--- config.mk ---
export PLATFORM = sky130hd
export DESIGN_NAME = touch_report_decoder_flat
export DESIGN_NICKNAME = d
export VERILOG_FILES = /design/src/rtl/core/trd_pkg.sv /design/src/rtl/core/trd_in_if.sv /design/src/rtl/core/trd_out_if.sv /design/src/rtl/core/touch_report_decoder.sv /design/src/rtl/core/trd_front.sv /design/src/rtl/core/trd_queue.sv /design/src/rtl/core/trd_back.sv /design/src/flat_wrapper.sv
export SDC_FILE = /design/constraint.sdc
export NUM_CORES = 1
export LEC_CHECK = 0
export ABC_AREA = 1
export BUFFER_PORTS_ARGS = -buffer_cell sky130_fd_sc_hd__clkbuf_2
export CORE_UTILIZATION = 60
export CTS_CLUSTER_DIAMETER = 150
export DETAILED_ROUTE_END_ITERATION = 16
export GPL_TIMING_DRIVEN = 1
export PLACE_DENSITY = 0.79
export SLEW_MARGIN = 20
export SYNTH_ARGS = -nofsm -noshare
export SYNTH_HDL_FRONTEND = slang
export SYNTH_HIERARCHICAL = 1
export SYNTH_SLANG_ARGS = --single-unit
--- constraint.sdc ---
create_clock -name i_clk -period 13.5 [get_ports i_clk]
set_input_delay 2.7 -clock i_clk [delete_from_list [all_inputs] [get_ports i_clk]]
set_output_delay 2.7 -clock i_clk [all_outputs]
set_load 0.005 [all_outputs]
--- src/rtl/core/trd_pkg.sv ---
// Package for the touch report decoder: shared types and constants.
// Used by every module of the block and by the testbench; no dependencies.
`default_nettype none

package trd_pkg;

    localparam int MAX_POINTS = 2;

    // Byte positions within a burst, counted from the count byte at zero.
    localparam logic [3:0] POS_IDLE = 4'd0;
    localparam logic [3:0] POS_XH0  = 4'd1;
    localparam logic [3:0] POS_XL0  = 4'd2;
    localparam logic [3:0] POS_YH0  = 4'd3;
    localparam logic [3:0] POS_YL0  = 4'd4;
    localparam logic [3:0] POS_XH1  = 4'd7;
    localparam logic [3:0] POS_XL1  = 4'd8;
    localparam logic [3:0] POS_YH1  = 4'd9;
    localparam logic [3:0] POS_YL1  = 4'd10;
    localparam logic [3:0] POS_LAST = 4'd12;

    localparam logic [1:0] ST_POINT    = 2'd0;
    localparam logic [1:0] ST_NO_TOUCH = 2'd1;
    localparam logic [1:0] ST_BAD_CNT  = 2'd2;
    localparam logic [1:0] ST_RANGE    = 2'd3;

    localparam logic [2:0] CFG_WIDTH  = 3'd0;
    localparam logic [2:0] CFG_HEIGHT = 3'd1;
    localparam logic [2:0] CFG_SWAP   = 3'd2;
    localparam logic [2:0] CFG_FLIP_X = 3'd3;
    localparam logic [2:0] CFG_FLIP_Y = 3'd4;

    localparam logic [12:0] SIZE_RESET = 13'd4096;

    typedef struct packed {
        logic [1:0]  ev;
        logic [3:0]  id;
        logic [11:0] y;
        logic [11:0] x;
    } t_point;

    typedef struct packed {
        logic       bad;
        logic [1:0] count;
        t_point     p1;
        t_point     p0;
    } t_job;

    typedef struct packed {
        logic [1:0]  status;
        logic [3:0]  touch_id;
        logic [11:0] raw_x;
        logic [11:0] raw_y;
        logic [11:0] out_x;
        logic [11:0] out_y;
        logic        last;
    } t_result;

    typedef struct packed {
        logic [12:0] width;
        logic [12:0] height;
        logic        swap;
        logic        flip_x;
        logic        flip_y;
    } t_cfg;

    typedef struct packed {
        logic full;
        logic valid;
    } t_q_stat;

endpackage

`default_nettype wire

--- src/rtl/core/trd_in_if.sv ---
// Input channel of the touch report decoder: one burst byte per transaction.
// Depends on nothing but the handshake convention valid and ready.
`default_nettype none

interface trd_in_if;
    logic       valid;
    logic       ready;
    logic [7:0] rx_byte;
    logic       frame_start;

    modport source(output valid, output rx_byte, output frame_start, input ready);
    modport sink(input valid, input rx_byte, input frame_start, output ready);
endinterface

`default_nettype wire

--- src/rtl/core/trd_out_if.sv ---
// Output channel of the touch report decoder: one decoded result per transaction.
// Depends on nothing but the handshake convention valid and ready.
`default_nettype none

interface trd_out_if;
    logic        valid;
    logic        ready;
    logic [1:0]  status;
    logic [3:0]  touch_id;
    logic [11:0] raw_x;
    logic [11:0] raw_y;
    logic [11:0] out_x;
    logic [11:0] out_y;
    logic        last;

    modport source(output valid, output status, output touch_id, output raw_x,
                   output raw_y, output out_x, output out_y, output last, input ready);
    modport sink(input valid, input status, input touch_id, input raw_x,
                 input raw_y, input out_x, input out_y, input last, output ready);
endinterface

`default_nettype wire

--- src/rtl/core/touch_report_decoder.sv ---
// A burst's first result passes through the queue and then the output register after its final byte is taken.
// Throughput: one byte per cycle but for the stall below; results leave one per cycle while taken, at most two.
// The input stalls at the final byte position only while two finished bursts wait in the queue.
// Reset is synchronous and active low; it clears the burst tracker, the queue, the
// output register and restores the panel size 4096 by 4096 with no swap or mirroring.
// Top level of the touch report decoder; instantiates trd_front, trd_queue, trd_back.
`default_nettype none

module touch_report_decoder (
    input  wire logic        i_clk,
    input  wire logic        i_rst_n,
    trd_in_if.sink           i_in,
    trd_out_if.source        o_out,
    input  wire logic        i_cfg_we,
    input  wire logic [2:0]  i_cfg_idx,
    input  wire logic [12:0] i_cfg_data
);

    trd_pkg::t_cfg    r_cfg;
    trd_pkg::t_job    push_job;
    trd_pkg::t_job    head_job;
    trd_pkg::t_q_stat q_stat;
    logic             push;
    logic             pop;

    always_ff @(posedge i_clk) begin
        if (!i_rst_n) begin
            r_cfg.width  <= trd_pkg::SIZE_RESET;
            r_cfg.height <= trd_pkg::SIZE_RESET;
            r_cfg.swap   <= 1'b0;
            r_cfg.flip_x <= 1'b0;
            r_cfg.flip_y <= 1'b0;
        end else if (i_cfg_we) begin
            unique case (i_cfg_idx)
                trd_pkg::CFG_WIDTH:  r_cfg.width  <= i_cfg_data;
                trd_pkg::CFG_HEIGHT: r_cfg.height <= i_cfg_data;
                trd_pkg::CFG_SWAP:   r_cfg.swap   <= i_cfg_data[0];
                trd_pkg::CFG_FLIP_X: r_cfg.flip_x <= i_cfg_data[0];
                trd_pkg::CFG_FLIP_Y: r_cfg.flip_y <= i_cfg_data[0];
                default: begin
                end
            endcase
        end
    end

    trd_front u_front (
        .i_clk    (i_clk),
        .i_rst_n  (i_rst_n),
        .i_in     (i_in),
        .i_q_full (q_stat.full),
        .o_push   (push),
        .o_job    (push_job)
    );

    trd_queue u_queue (
        .i_clk   (i_clk),
        .i_rst_n (i_rst_n),
        .i_push  (push),
        .i_job   (push_job),
        .i_pop   (pop),
        .o_head  (head_job),
        .o_stat  (q_stat)
    );

    trd_back u_back (
        .i_clk        (i_clk),
        .i_rst_n      (i_rst_n),
        .i_cfg        (r_cfg),
        .i_head       (head_job),
        .i_head_valid (q_stat.valid),
        .o_pop        (pop),
        .o_out        (o_out)
    );

    // A job is never pushed into a full queue.
    a_no_overflow: assert property (@(posedge i_clk) disable iff (!i_rst_n)
        !(push && q_stat.full))
        else $error("job pushed into a full queue");

    // Any result other than a point ends its burst and carries no coordinates.
    a_err_last: assert property (@(posedge i_clk) disable iff (!i_rst_n)
        (o_out.valid && o_out.status != trd_pkg::ST_POINT) |->
            (o_out.last && o_out.raw_x == 12'd0 && o_out.touch_id == 4'd0))
        else $error("non-point result is not a lone final result");

    // A popped job must have been at the head of a non-empty queue.
    a_pop_valid: assert property (@(posedge i_clk) disable iff (!i_rst_n)
        pop |-> q_stat.valid)
        else $error("job popped from an empty queue");

    // The output register is empty right after reset.
    a_reset_out: assert property (@(posedge i_clk)
        !i_rst_n |=> !o_out.valid)
        else $error("result presented straight after reset");

endmodule

`default_nettype wire

--- src/rtl/core/trd_front.sv ---
// Front end of the touch report decoder: tracks the byte position in a burst,
// gathers the point records and pushes a finished burst as a job. Uses trd_pkg.
`default_nettype none

module trd_front (
    input  wire logic          i_clk,
    input  wire logic          i_rst_n,
    trd_in_if.sink             i_in,
    input  wire logic          i_q_full,
    output logic               o_push,
    output trd_pkg::t_job      o_job
);

    logic [3:0]      r_pos, n_pos;
    logic            r_bad, n_bad;
    logic [1:0]      r_count, n_count;
    trd_pkg::t_point r_pt0, n_pt0;
    trd_pkg::t_point r_pt1, n_pt1;
    logic            accept;

    assign i_in.ready = !(i_q_full && (r_pos == trd_pkg::POS_LAST));
    assign accept     = i_in.valid && i_in.ready;
    assign o_push     = accept && !i_in.frame_start && (r_pos == trd_pkg::POS_LAST);
    assign o_job      = '{bad: r_bad, count: r_count, p1: r_pt1, p0: r_pt0};

    always_comb begin
        n_pos   = r_pos;
        n_bad   = r_bad;
        n_count = r_count;
        n_pt0   = r_pt0;
        n_pt1   = r_pt1;
        if (accept) begin
            if (i_in.frame_start) begin
                n_pos   = trd_pkg::POS_XH0;
                n_bad   = i_in.rx_byte[3:0] > 4'(trd_pkg::MAX_POINTS);
                n_count = i_in.rx_byte[1:0];
            end else if (r_pos != trd_pkg::POS_IDLE) begin
                n_pos = (r_pos == trd_pkg::POS_LAST) ? trd_pkg::POS_IDLE : r_pos + 4'd1;
                unique case (r_pos)
                    trd_pkg::POS_XH0: begin
                        n_pt0.x[11:8] = i_in.rx_byte[3:0];
                        n_pt0.ev      = i_in.rx_byte[7:6];
                    end
                    trd_pkg::POS_XL0: n_pt0.x[7:0] = i_in.rx_byte;
                    trd_pkg::POS_YH0: begin
                        n_pt0.y[11:8] = i_in.rx_byte[3:0];
                        n_pt0.id      = i_in.rx_byte[7:4];
                    end
                    trd_pkg::POS_YL0: n_pt0.y[7:0] = i_in.rx_byte;
                    trd_pkg::POS_XH1: begin
                        n_pt1.x[11:8] = i_in.rx_byte[3:0];
                        n_pt1.ev      = i_in.rx_byte[7:6];
                    end
                    trd_pkg::POS_XL1: n_pt1.x[7:0] = i_in.rx_byte;
                    trd_pkg::POS_YH1: begin
                        n_pt1.y[11:8] = i_in.rx_byte[3:0];
                        n_pt1.id      = i_in.rx_byte[7:4];
                    end
                    trd_pkg::POS_YL1: n_pt1.y[7:0] = i_in.rx_byte;
                    default: begin
                    end
                endcase
            end
        end
    end

    always_ff @(posedge i_clk) begin
        if (!i_rst_n) begin
            r_pos   <= trd_pkg::POS_IDLE;
            r_bad   <= 1'b0;
            r_count <= 2'd0;
        end else begin
            r_pos   <= n_pos;
            r_bad   <= n_bad;
            r_count <= n_count;
        end
    end

    always_ff @(posedge i_clk) begin
        r_pt0 <= n_pt0;
        r_pt1 <= n_pt1;
    end

endmodule

`default_nettype wire

--- src/rtl/core/trd_queue.sv ---
// Two-entry job queue between the front end and the back end of the decoder.
// Uses the job and status types of trd_pkg.
`default_nettype none

module trd_queue (
    input  wire logic          i_clk,
    input  wire logic          i_rst_n,
    input  wire logic          i_push,
    input  wire trd_pkg::t_job i_job,
    input  wire logic          i_pop,
    output trd_pkg::t_job      o_head,
    output trd_pkg::t_q_stat   o_stat
);

    trd_pkg::t_job r_mem [2];
    logic          r_wr_ptr;
    logic          r_rd_ptr;
    logic [1:0]    r_cnt;
    logic          do_push;
    logic          do_pop;

    assign o_stat.full  = (r_cnt == 2'd2);
    assign o_stat.valid = (r_cnt != 2'd0);
    assign do_push      = i_push && !o_stat.full;
    assign do_pop       = i_pop && o_stat.valid;
    assign o_head       = r_mem[r_rd_ptr];

    always_ff @(posedge i_clk) begin
        if (!i_rst_n) begin
            r_wr_ptr <= 1'b0;
            r_rd_ptr <= 1'b0;
            r_cnt    <= 2'd0;
        end else begin
            if (do_push) begin
                r_wr_ptr <= !r_wr_ptr;
            end
            if (do_pop) begin
                r_rd_ptr <= !r_rd_ptr;
            end
            r_cnt <= r_cnt + 2'(do_push) - 2'(do_pop);
        end
    end

    always_ff @(posedge i_clk) begin
        if (do_push) begin
            r_mem[r_wr_ptr] <= i_job;
        end
    end

endmodule

`default_nettype wire

--- src/rtl/core/trd_back.sv ---
// Back end of the touch report decoder: classifies the points of a job, applies
// the panel transform and drives the registered result channel. Uses trd_pkg.
`default_nettype none

module trd_back (
    input  wire logic          i_clk,
    input  wire logic          i_rst_n,
    input  wire trd_pkg::t_cfg i_cfg,
    input  wire trd_pkg::t_job i_head,
    input  wire logic          i_head_valid,
    output logic               o_pop,
    trd_out_if.source          o_out
);

    logic              r_idx;
    logic              r_out_valid;
    trd_pkg::t_result  r_out;
    trd_pkg::t_result  res;
    trd_pkg::t_point   pt;
    logic [1:0]        pressed;
    logic [1:0]        oor;
    logic              range_err;
    logic              two_pts;
    logic              is_last;
    logic              can_load;
    logic              emit;
    logic [11:0]       sx;
    logic [11:0]       sy;
    logic [12:0]       sw;
    logic [12:0]       sh;
    logic [12:0]       mx;
    logic [12:0]       my;

    assign pressed[0] = (i_head.count != 2'd0) && !i_head.p0.ev[0];
    assign pressed[1] = (i_head.count == 2'd2) && !i_head.p1.ev[0];
    assign oor[0] = ({1'b0, i_head.p0.x} >= i_cfg.width) ||
                    ({1'b0, i_head.p0.y} >= i_cfg.height);
    assign oor[1] = ({1'b0, i_head.p1.x} >= i_cfg.width) ||
                    ({1'b0, i_head.p1.y} >= i_cfg.height);
    assign range_err = |(pressed & oor);
    assign two_pts   = &pressed;

    always_comb begin
        if (two_pts) begin
            pt = r_idx ? i_head.p1 : i_head.p0;
        end else begin
            pt = pressed[0] ? i_head.p0 : i_head.p1;
        end
    end

    assign sx = i_cfg.swap ? pt.y : pt.x;
    assign sy = i_cfg.swap ? pt.x : pt.y;
    assign sw = i_cfg.swap ? i_cfg.height : i_cfg.width;
    assign sh = i_cfg.swap ? i_cfg.width : i_cfg.height;
    assign mx = sw - {1'b0, sx} - 13'd1;
    assign my = sh - {1'b0, sy} - 13'd1;

    always_comb begin
        res = '0;
        if (i_head.bad) begin
            res.status = trd_pkg::ST_BAD_CNT;
        end else if (range_err) begin
            res.status = trd_pkg::ST_RANGE;
        end else if (pressed == 2'b00) begin
            res.status = trd_pkg::ST_NO_TOUCH;
        end else begin
            res.status   = trd_pkg::ST_POINT;
            res.touch_id = pt.id;
            res.raw_x    = pt.x;
            res.raw_y    = pt.y;
            res.out_x    = i_cfg.flip_x ? mx[11:0] : sx;
            res.out_y    = i_cfg.flip_y ? my[11:0] : sy;
        end
        res.last = is_last;
    end

    assign is_last  = i_head.bad || range_err || !two_pts || r_idx;
    assign can_load = !r_out_valid || o_out.ready;
    assign emit     = i_head_valid && can_load;
    assign o_pop    = emit && is_last;

    always_ff @(posedge i_clk) begin
        if (!i_rst_n) begin
            r_idx       <= 1'b0;
            r_out_valid <= 1'b0;
        end else begin
            if (can_load) begin
                r_out_valid <= i_head_valid;
            end
            if (emit) begin
                r_idx <= !is_last;
            end
        end
    end

    always_ff @(posedge i_clk) begin
        if (emit) begin
            r_out <= res;
        end
    end

    assign o_out.valid    = r_out_valid;
    assign o_out.status   = r_out.status;
    assign o_out.touch_id = r_out.touch_id;
    assign o_out.raw_x    = r_out.raw_x;
    assign o_out.raw_y    = r_out.raw_y;
    assign o_out.out_x    = r_out.out_x;
    assign o_out.out_y    = r_out.out_y;
    assign o_out.last     = r_out.last;

endmodule

`default_nettype wire

--- src/flat_wrapper.sv ---
// flat-port wrapper written by rule: the top's interface ports become plain ports
module touch_report_decoder_flat 
  (i_clk, i_rst_n, i_cfg_we, i_cfg_idx, i_cfg_data, i_in_valid, i_in_rx_byte, i_in_frame_start, i_in_ready, o_out_valid, o_out_status, o_out_touch_id, o_out_raw_x, o_out_raw_y, o_out_out_x, o_out_out_y, o_out_last, o_out_ready);
  trd_in_if i_in_i ();
  trd_out_if o_out_i ();
  input  wire logic i_clk;
  input  wire logic i_rst_n;
  input  wire logic i_cfg_we;
  input  wire logic [2:0] i_cfg_idx;
  input  wire logic [12:0] i_cfg_data;
  input wire logic [$bits(i_in_i.valid)-1:0] i_in_valid;
  input wire logic [$bits(i_in_i.rx_byte)-1:0] i_in_rx_byte;
  input wire logic [$bits(i_in_i.frame_start)-1:0] i_in_frame_start;
  output wire logic [$bits(i_in_i.ready)-1:0] i_in_ready;
  output wire logic [$bits(o_out_i.valid)-1:0] o_out_valid;
  output wire logic [$bits(o_out_i.status)-1:0] o_out_status;
  output wire logic [$bits(o_out_i.touch_id)-1:0] o_out_touch_id;
  output wire logic [$bits(o_out_i.raw_x)-1:0] o_out_raw_x;
  output wire logic [$bits(o_out_i.raw_y)-1:0] o_out_raw_y;
  output wire logic [$bits(o_out_i.out_x)-1:0] o_out_out_x;
  output wire logic [$bits(o_out_i.out_y)-1:0] o_out_out_y;
  output wire logic [$bits(o_out_i.last)-1:0] o_out_last;
  input wire logic [$bits(o_out_i.ready)-1:0] o_out_ready;
  assign i_in_i.valid = i_in_valid;
  assign i_in_i.rx_byte = i_in_rx_byte;
  assign i_in_i.frame_start = i_in_frame_start;
  assign i_in_ready = i_in_i.ready;
  assign o_out_valid = o_out_i.valid;
  assign o_out_status = o_out_i.status;
  assign o_out_touch_id = o_out_i.touch_id;
  assign o_out_raw_x = o_out_i.raw_x;
  assign o_out_raw_y = o_out_i.raw_y;
  assign o_out_out_x = o_out_i.out_x;
  assign o_out_out_y = o_out_i.out_y;
  assign o_out_last = o_out_i.last;
  assign o_out_i.ready = o_out_ready;
  touch_report_decoder u_core (.i_clk(i_clk), .i_rst_n(i_rst_n), .i_in(i_in_i), .o_out(o_out_i), .i_cfg_we(i_cfg_we), .i_cfg_idx(i_cfg_idx), .i_cfg_data(i_cfg_data));
endmodule
# [Yosys cells after proc, flatten, opt, wreduce, memory -nomap -nowiden]
# Memory sizes are Yosys's and may differ from the RTL's. A register that Yosys moved wholly into a read port is not among the register bits.
# Cells that the tools add are included.
[word_totals] ram_bits=126 input_bits=30 out_inout_bits=57 mem_count=1 elab_cells=132 register_bits=157
[classes] bitwise_logic=2 n_eq_ne=15 n_reduce_logical=51 mux=18 addsub=7 n_lt_le_gt_ge=5
[mem_list] memory="u_core.u_queue.r_mem" depth=2 width=63 rd=1 rd_clocked_by_memory_dff=1 wr=1 line="trd_queue.sv:15" text="trd_pkg::t_job r_mem [2];"
[op_table] operator="two-way mux 28 bit" count=3
[op_table] operator="two-way mux 12 bit" count=6
[op_table] operator=">= comparator 12 x 13 -> 1 bit" count=4
[op_table] operator="AND reduction 4 bit" count=8
[op_table] operator="subtractor 12 x 1 -> 12 bit (second input constant)" count=2
[op_table] operator="subtractor 12 bit" count=2
[op_table] operator="equality test 4 bit (second input constant)" count=4
[op_table] operator="AND reduction 2 bit" count=8
[op_table] operator="two-way mux 4 bit" count=3
[op_table] operator="logical AND 1 bit" count=10
[op_table] operator="zero test 1 bit" count=10
[op_table] operator="equality test 4 x 2 -> 1 bit (second input constant)" count=2
[op_table] operator="equality test 4 x 3 -> 1 bit (second input constant)" count=2
[op_table] operator="equality test 3 x 2 -> 1 bit (second input constant)" count=2
[op_table] operator="logical OR 1 bit" count=6
[op_table] operator="two-way mux 1 bit" count=6
[op_table] operator="nonzero test 2 bit" count=3
[op_table] operator="adder 4 x 1 -> 4 bit (second input constant)" count=1
[op_table] operator="equality test 2 bit (second input constant)" count=2
[op_table] operator="equality test 4 x 1 -> 1 bit (second input constant)" count=1
[op_table] operator="> comparator 4 x 2 -> 1 bit (second input constant)" count=1
[op_table] operator="nonzero test 4 bit" count=1
[op_table] operator="OR reduction 4 bit" count=1
[op_table] operator="equality test 3 x 1 -> 1 bit (second input constant)" count=1
[op_table] operator="9 further kinds" count=9

# [Depth between registers and ports, before layout]
[depth] ltp_word=11 ltp_mapped=24 mapped_depth_nobuf=22

# [Hierarchy]
# Netlist, hierarchy kept.
[modules_own_cells] module="trd_back" cells_each=921 area_per_inst_um2=6203.4 n_inst=1 seq_area_each_um2=1691.6
[modules_own_cells] module="trd_queue" cells_each=233 area_per_inst_um2=5093.6 n_inst=1 seq_area_each_um2=3883.7
[modules_own_cells] module="trd_front" cells_each=146 area_per_inst_um2=2389.8 n_inst=1 seq_area_each_um2=1941.9
[modules_own_cells] module="touch_report_decoder" cells_each=184 area_per_inst_um2=1233.7 n_inst=1 seq_area_each_um2=580.6

# [Worst setup path after synthesis]
# Ideal clock, no wire load.
[synth_timing] path_kind="input port to flip-flop" startpoint="in i_in_valid" endpoint="mem u_core/u_queue/r_mem[0][0] in the netlist's numbering, enable pin" cell_stages=7 setup_ns=0.484 path_slack_ns=7.060 required_time_ns=13.016 n_path_buf=1 t_arrival_ns=5.956 cell_sequence="buf_2 -> nand2_2 -> nor2_4 -> nand4_1 -> inv_1 -> nand2_1 -> nor2_1"
[synth_between] elab_chain_len=6
[synth_rtl] element="from (decl)" line="flat_wrapper.sv:11" text="input wire logic [$bits(i_in_i.valid)-1:0] i_in_valid;"
[synth_rtl] element="logical AND 1 bit" line="trd_front.sv:22" text="assign accept = i_in.valid && i_in.ready;"
[synth_rtl] element="logical AND 1 bit (2 in series)" line="trd_front.sv:23" text="assign o_push = accept && !i_in.frame_start && (r_pos == trd_pkg::POS_LAST);"
[synth_rtl] element="named net u_core.push" line="touch_report_decoder.sv:23" text="logic push;"
[synth_rtl] element="logical AND 1 bit" line="trd_queue.sv:24" text="assign do_push = i_push && !o_stat.full;"
[synth_rtl] element="two-way mux 1 bit" line="trd_queue.sv:45" text="if (do_push) begin"
[synth_rtl] element="two-way mux 1 bit (implied by the code)" line="trd_queue.sv:46" text="r_mem[r_wr_ptr] <= i_job;"
[synth_rtl] element="to (decl)" line="trd_queue.sv:15"
# The timed path passes the listed nets, and every way through them passes these cells.

==> metrics list <==
* Final routed DRC violation total: 0
* Vias: 10700
* Clock slew at the register clock pins of the worst setup and hold paths: 60 ps
- For this run, the post-layout net count is 1652.
* Final critical path time including I/O delays and setup: 5280 ps
* Overall overflow remaining after global route: 0
* Outcome: finished clean
- Achievable Freq: 189 MHz
- Measured in cells, the most critical reg-to-reg path has a length of 19.
- The Yosys step of the flow raised 6 warnings.
- Hold Path Class: register to register
- Tcrit/Tclk final: 0.391
- Area used by multi-input combinational logic: 0.00581 mm2
- Delay contributed by the slowest stage of the critical path: 740 ps
* Startpoint of the tightest hold check path: u_core/u_front/o_job[50]
- Once detail routing completed, the nets flagged for antenna violations numbered 0.
* Worst relative slew slack: 0.282
- TritonCTS built the clock tree.
* Worst ir drop on vdd: 0.000118 V
- Wire length of the first global-routing pass: 55200 um
- Post-synthesis to final-layout area growth: 9.93%
- Across all hold checks on the routed design, the worst slack comes to 432 ps.
- RSZ-0062 raised after global routing: false
- Final Hold Violating Endpoints: 0
- The critical path goes through buf_4 > mux2_4 > nor3b_4 > nand2_2 > o21ai_1 > inv_1 > o21ai_0 > inv_1 > ha_1 > nand2_1 > inv_1 > a21boi_0 > nand3_1 > nor2_1 > nor2_1 > nand2_1 > nand2_1 > nand3_1 > nor2_1.
- The via count of the first global-routing pass came to 10300.
- At the pin with the least slew margin, the transition time is 1070 ps.
- Clock sink total: 278
- Final TNS setup: 0 ps
* Share of cells above drive strength 1: 0.148
- Across every metal layer, demand over resource in global routing totals 0.295.
- After detailed routing, the number of vias per cell comes to 5.66.
- Total power density per cell area: 112 mW/mm2
- TritonCTS created 27 clock buffers.
- Among all stages on the critical path, the largest delay is contributed by sky130_fd_sc_hd__buf_4.
- Number of max-cap violations: 0
* Routed wire length: 35700 um
- The initialized floorplan defines 56 standard-cell rows.
* Combined area of all synthesized cells: 0.0147 mm2
- By startpoint and endpoint, the worst setup path is classified as register to register.
- The congestion estimate from routability-driven global placement came to 1.01.
* Clk buf depth: 3
- For the final database, setup skew stands at 21.8 ps.
* Number of instances in the synthesized netlist: 1476
- Measured along the x axis, the die boundary spans 159 um.
* Final Max Tran Viols: 0
* Placement Setup Slack: 8280 ps
- Largest net degree at the start of global routing: 81
- In this run the mean area of a mapped cell was 9.97 um2.
* Root Buffer: sky130_fd_sc_hd__clkbuf_16
- Once routing completed, OpenROAD measured the worst setup slack at 8220 ps.
- Across the whole layout, storage elements account for 0.00792 mm2.
* Total of endpoints with negative setup slack in the final report: 0
- Synthesis produced a netlist with a net count of 1584.
* Clock insertion delay at the later pin of the skew report: 560 ps
- Hold repair after CTS inserted 0 buffers.
- Arrival time at the worst endpoint: 5600 ps
- Starting density of the core: 0.619
- Summing internal, switching and leakage power gives 1810 uW.
- In this run the number of H-tree levels came out at 1.
- Total core area: 0.0238 mm2
- Pin placement for this block handled 87 I/O pins.
* First drt pass iteration count: 5
- For this design the static power due to leakage is 0.00652 uW.
- Data required time at the worst endpoint: 13810 ps
* Routed WL per cell: 18.9 um
- Worst setup SP type: register
* Number of DRC violations after detailed-routing iteration 0: 934
- Port buffering added 86 buffers.
- Die H: 159 um
* Initial antenna violation count: 0
- Number of fillers in the final layout: 1810
- Counting instances, the worst hold path has a depth of 0.
* DP Wirelength: 25900 um
- STA classifies the critical path endpoint as a register.
- The floorplan step defined a die boundary enclosing 0.0251 mm2.
- The number of antenna diodes in the final layout is 0.
* Post-CTS Setup Bufs: 0
- Of all nets on the critical path, the largest fanout is 50.
- In this run, post-CTS repair resized a total of 0 instances.
-- area by class of cell --
class | count | share of cell area
multi-input combinational | 978 | 0.359
inverter | 165 | 0.0383
timing repair buffer | 94 | 0.0303
sequential | 278 | 0.490
tap | 319 | 0.0247
clock buffer | 31 | 0.0427
clock inverter | 19 | 0.0150
-- sequential cells by signal, summed over array words and instances, names as in the netlist, 2 cells and up, named ones only --
register	flops
u_core/r_cfg	29
u_core/u_back/o_out.out_x	12
u_core/u_back/o_out.out_y	12
u_core/u_back/o_out.raw_x	12
u_core/u_back/o_out.raw_y	12
u_core/u_back/o_out.status	2
u_core/u_back/o_out.touch_id	4
u_core/u_front/o_job	58
u_core/u_front/r_count	2
u_core/u_front/r_pos	4
u_core/u_queue/r_cnt	2
u_core/u_queue/r_mem	122
-- per-layer routing --
layer	track usage	share of wire	routed length [um]	vias to the layer above
met1	0.376	0.42	15000	5027
met2	0.503	0.48	17100	401
met3	0.0362	0.057	2040	92
li1	-	-	-	5151
met5	0	0	0	-
met4	0.136	0.045	1610	0
-- worst max-delay path, delay by kind of cell (launching register included) --
kind	cells	cell delay, ps
AO/OA/AOI/OAI	3	1180
AND/OR/NAND/NOR	10	1520
adder cells (fa/ha/maj)	1	390
buffers and inverters	4	1020
flip-flops	1	520
multiplexers	1	390
-- power breakdown --
group          switching (uW)  internal, uW
sequential               6.43           926
combinational            59.5          28.8
clock                     322           467
total                     388          1420
-- worst paths after layout --
path                                                 endpoint  slack (ps)
worst max register to register  u_core/u_back/o_out.out_x[11]        8220
worst min register to register    u_core/u_queue/r_mem[0][50]         430
worst min-delay path              u_core/u_queue/r_mem[0][50]         430
worst max-delay path            u_core/u_back/o_out.out_x[11]        8220
-- stage by stage --
stage | instances | area [um2] | utilization
floorplan | 1476 | 14700 | -
global placement | 1834 | 15200 | 0.641
detailed placement | 1834 | 15200 | 0.641
CTS | 1884 | 16200 | 0.681
global route | 1884 | 16200 | 0.681
finish | 1884 | 16200 | 0.681
-- cell usage in the layout, fill, tap and decap left out, drive strengths merged, types with 7 or more instances in the layout --
| master | count |
|---|---|
| nand2 | 322 |
| edfxtp | 235 |
| nor2 | 168 |
| inv | 158 |
| o21ai | 127 |
| clkbuf | 117 |
| ha | 76 |
| nand3 | 75 |
| mux2 | 61 |
| a21oi | 52 |
| dfxtp | 43 |
| o211ai | 24 |
| nand4 | 21 |
| clkinv | 21 |
| nor3 | 11 |
| buf | 8 |
| a21boi | 7 |
Note: power is estimated with default switching activity, not from simulation.
